$ cat src/bnh_pkg.sv
package bnh_pkg;

    // width of an internal pattern length, covers lengths up to thirty-one
    localparam int LEN_W = 5;
    localparam int CFG_W = 4;
    localparam int CFG_IDX_W = 2;
    localparam int QLEN_W = 4;
    localparam int QPAT_W = 12;

    localparam logic [CFG_IDX_W-1:0] CFG_MIN_LEN = 2'd0;
    localparam logic [CFG_IDX_W-1:0] CFG_MAX_LEN = 2'd1;

    localparam logic [CFG_W-1:0] MIN_LEN_RST = 4'd1;
    localparam logic [CFG_W-1:0] MAX_LEN_RST = 4'd12;

    localparam logic OP_SHIFT = 1'b0;
    localparam logic OP_QUERY = 1'b1;

    typedef enum logic [2:0] {
        S_CLEAR,
        S_IDLE,
        S_INC_RD,
        S_INC_WR,
        S_Q_RD,
        S_Q_OUT
    } t_state;

    typedef struct packed {
        logic clr_step;
        logic load_shift;
        logic load_query;
        logic inc_rd;
        logic inc_wr;
        logic q_rd;
        logic out_load;
    } t_dp_cmd;

    typedef struct packed {
        logic clr_last;
        logic len_ok;
        logic len_last;
        logic out_busy;
    } t_dp_stat;

endpackage

$ cat src/bnh_ctrl.sv
module bnh_ctrl (
    input  logic              i_clk,
    input  logic              i_rst_n,
    input  logic              i_valid,
    input  logic              i_opcode,
    input  bnh_pkg::t_dp_stat i_stat,
    output logic              o_ready,
    output bnh_pkg::t_dp_cmd  o_cmd
);

    import bnh_pkg::*;

    t_state r_state;
    t_state n_state;

    always_ff @(posedge i_clk) begin
        if (!i_rst_n) begin
            r_state <= S_CLEAR;
        end else begin
            r_state <= n_state;
        end
    end

    always_comb begin
        n_state = r_state;
        case (r_state)
            S_CLEAR: begin
                if (i_stat.clr_last) n_state = S_IDLE;
            end
            S_IDLE: begin
                if (i_valid) begin
                    n_state = (i_opcode == OP_QUERY) ? S_Q_RD : S_INC_RD;
                end
            end
            S_INC_RD: begin
                n_state = i_stat.len_ok ? S_INC_WR : S_IDLE;
            end
            S_INC_WR: begin
                n_state = i_stat.len_last ? S_IDLE : S_INC_RD;
            end
            S_Q_RD: begin
                n_state = S_Q_OUT;
            end
            S_Q_OUT: begin
                if (!i_stat.out_busy) n_state = S_IDLE;
            end
            default: begin
                n_state = S_CLEAR;
            end
        endcase
    end

    always_comb begin
        o_cmd   = '0;
        o_ready = 1'b0;
        case (r_state)
            S_CLEAR: begin
                o_cmd.clr_step = 1'b1;
            end
            S_IDLE: begin
                o_ready           = 1'b1;
                o_cmd.load_shift  = i_valid && (i_opcode == OP_SHIFT);
                o_cmd.load_query  = i_valid && (i_opcode == OP_QUERY);
            end
            S_INC_RD: begin
                o_cmd.inc_rd = i_stat.len_ok;
            end
            S_INC_WR: begin
                o_cmd.inc_wr = 1'b1;
            end
            S_Q_RD: begin
                o_cmd.q_rd = 1'b1;
            end
            S_Q_OUT: begin
                o_cmd.out_load = !i_stat.out_busy;
            end
            default: begin
                o_cmd = '0;
            end
        endcase
    end

endmodule

$ cat config.mk
export PLATFORM = sky130hd
export DESIGN_NAME = bnh_ctrl
export DESIGN_NICKNAME = d
export VERILOG_FILES = /design/src/bnh_pkg.sv /design/src/bnh_ctrl.sv
export SDC_FILE = /design/constraint.sdc
export NUM_CORES = 1
export LEC_CHECK = 0
export ABC_AREA = 1
export BUFFER_PORTS_ARGS = -buffer_cell sky130_fd_sc_hd__buf_2
export CORE_AREA = 2 2 39 41
export CTS_CLUSTER_DIAMETER = 100
export DETAILED_ROUTE_END_ITERATION = 16
export DIE_AREA = 0 0 41 43
export SETUP_SLACK_MARGIN = 0.2
export SLEW_MARGIN = 20
export SYNTH_ARGS = -nofsm -noshare
export SYNTH_HDL_FRONTEND = slang
export SYNTH_SLANG_ARGS = --single-unit
$ cat constraint.sdc
create_clock -name i_clk -period 1.6 [get_ports i_clk]
set_input_delay 0.16 -clock i_clk [delete_from_list [all_inputs] [get_ports i_clk]]
set_output_delay 0.16 -clock i_clk [all_outputs]
set_load 0.02 [all_outputs]
==> flow_summary.json <==
{
  "antenna_left": 0,
  "synth_fp_nets": 55,
  "synth-seq-cells": 3,
  "worstPathArrival_ns": 1.13,
  "critPathMaxStageDelay_ns": 0.35,
  "routed_wl_um": 630,
  "timing.hold.ws_ns": 0.168,
  "drt_iter0_markers": 3,
  "antenna_found_initial": 0,
  "irDropWorstVdd_mv": 0.294,
  "regArea_sq_um": 66.3,
  "grt_pass1_wl_mm": 1.04,
  "layout_commonest_cell": "buf_2",
  "synth_cell_types": 12,
  "fp.coreArea_sq_um": 1380,
  "hpwlAfterDp_um": 531,
  "die_x_um": 41,
  "grt_pass1_vias": 308,
  "largest_register_ffs": 3,
  "crit_type": "flip-flop to output port",
  "synth_area_sq_um": 245,
  "hold_viol": 0,
  "powerDensity_nw_per_um2": 967,
  "synth_top_cell_by_area": "dfxtp_1",
  "yosysWarnings": 0,
  "cts_buffers": 3,
  "die_h_um": 43,
  "clk_latency_ns": 0.23,
  "layout_common_cells": "14 x buf_2, 11 x nor2_1, 9 x nand2_1, 8 x inv_1",
  "fin_crit_sh_pct": 80.8,
  "rows": 14,
  "synth_top_area_share_pct": 24.5,
  "synth_seq_area_share_pct": 24.5,
  "synthCells": 47,
  "gr-total-overflow": 0,
  "cp_slowest_cell": "dfxtp_4",
  "slew_viol_final": 0,
  "globalplace.congestion": 0.712,
  "maxSlewHeadroom_pct": 89.6,
  "synth_area_leaders": "dfxtp_1 24%, nor2_1 17%, nand2_1 15%, inv_1 14%, nand3_1 6.1%",
  "area_growth_pct": 59.2,
  "postCtsHoldBufs": 0,
  "leakagePower_nw": 0.240,
  "crit_buf_inv": 2,
  "top_regs": "r_state (3)",
  "outcome": "finished clean",
  "start_util_pct": 17.7,
  "fin_ws_ns": 0.308,
  "setup_viol": 0,
  "min_period_ns": 1.29,
  "tightest_slew_ns": 0.155,
  "h-tree-depth": 1,
  "fin_tns_setup_ns": 0,
  "dpl.cell_count": 78,
  "gr-usage-all-layers_pct": 9.02,
  "drt_first_pass_iters": 4,
  "fmaxAchievable_ghz": 0.774,
  "dieArea_sq_um": 1760,
  "start_kind": "flip-flop",
  "top_register": "r_state",
  "cts_buffer_depth": 2,
  "maxCapViolCount": 0,
  "cp_cell_sequence": "inv_2 > nand2_2 > nor2_4 > nand2_1 > nor2_1 > buf_4",
  "rsz0062_at_grt": "no",
  "drive_gt1_share_pct": 41.8,
  "io_pins": 16,
  "fillers": 168,
  "grt_max_degree": 7,
  "post-route-util_pct": 28.2,
  "pre_cts_ws_ns": 0.512,
  "num_vias": 342,
  "final_cells": 83,
  "cts_tree": "built",
  "syn_avg_cell_area_sq_um": 5.22,
  "hp-class": "primary input to flip-flop",
  "skew_ns": 0.00121,
  "via_per_inst": 4.12,
  "diodes": 0,
  "avgRoutedWirePerCell_um": 7.59,
  "cts_root_buf": "clkbuf_4",
  "portBuffers": 15,
  "clock_sinks": 3,
  "drc_errors": 0,
  "final_nets": 76,
  "multiInputGateArea_sq_um": 151,
  "cp-end-kind": "output port",
  "cp_top_family": "flip-flops",
  "clkTransAtPathRegs_ns": 0.04,
  "cp_max_fo": 5,
  "crit_required_ns": 1.44
}
worst reg2reg max path, cell delays in order, from the launching register on:
cell and delay, ns:
dfxtp_4 0.35, nor2_1 0.16, nand3b_1 0.12, nand2_1 0.10, inv_1 0.05, a21oi_1 0.12, nor2_1 0.05
Yosys cell counts:
cell	number
nor2_1	11
nand2_1	10
inv_1	9
dfxtp_1	3
nand3_1	3
a21oi_1	2
inv_2	2
nor2_2	2
o21ai_0	2
nand3b_1	1
nor3_1	1
o21ai_1	1
layer usage:
layer	routed length (um)	global-route usage (%)	vias to the layer above	share of wire, %
met5	0	0	-	0
met2	294	14.4	15	47
met4	8	6.00	0	1.3
met3	56	4.71	2	8.9
met1	270	8.31	146	43
li1	-	-	179	-
final cells by class:
class | count | area share [%]
inverters | 11 | 10.6
flip-flops and latches | 3 | 17.0
multi-input cells | 33 | 38.8
well taps | 16 | 5.13
clock buffers | 4 | 6.73
repair buffers | 16 | 21.8
timing repair:
action | in CTS | in global routing
setup buffers | 0 | 1
setup endpoints to repair | 0 | 4
gates resized for setup | 0 | 8
endpoints found under the hold margin | 0 | 0
logic make-up after synthesis:
kind of cell,synth area share (%)
and+or+nand+nor,48.5
buffers and inverters,16.8
AOI/OAI and AO/OA,10.2
DFF,24.5
final timing paths:
path	startpoint	slack, ns	cells after the start	endpoint
max	r_state[1]	0.31	6	o_cmd[5]
min	i_rst_n	0.17	3	r_state[1]
max reg2reg	r_state[1]	0.53	6	r_state[2]
min reg2reg	r_state[0]	0.72	4	r_state[0]
through the flow:
stage	total power, mW	instance area, sq um
finish	0.377	390
global placement	0.229	340
floorplan	0.188	245
CTS	0.369	367
global route	0.418	390
detailed placement	0.230	340
power by group:
group / leakage (nW) / switching (mW) / internal [mW]
logic: 0.199 / 0.0894 / 0.0587
clock network: 0.0150 / 0.0385 / 0.0934
registers: 0.0261 / 0.0126 / 0.0849
Power figures use the tool's default switching activity.
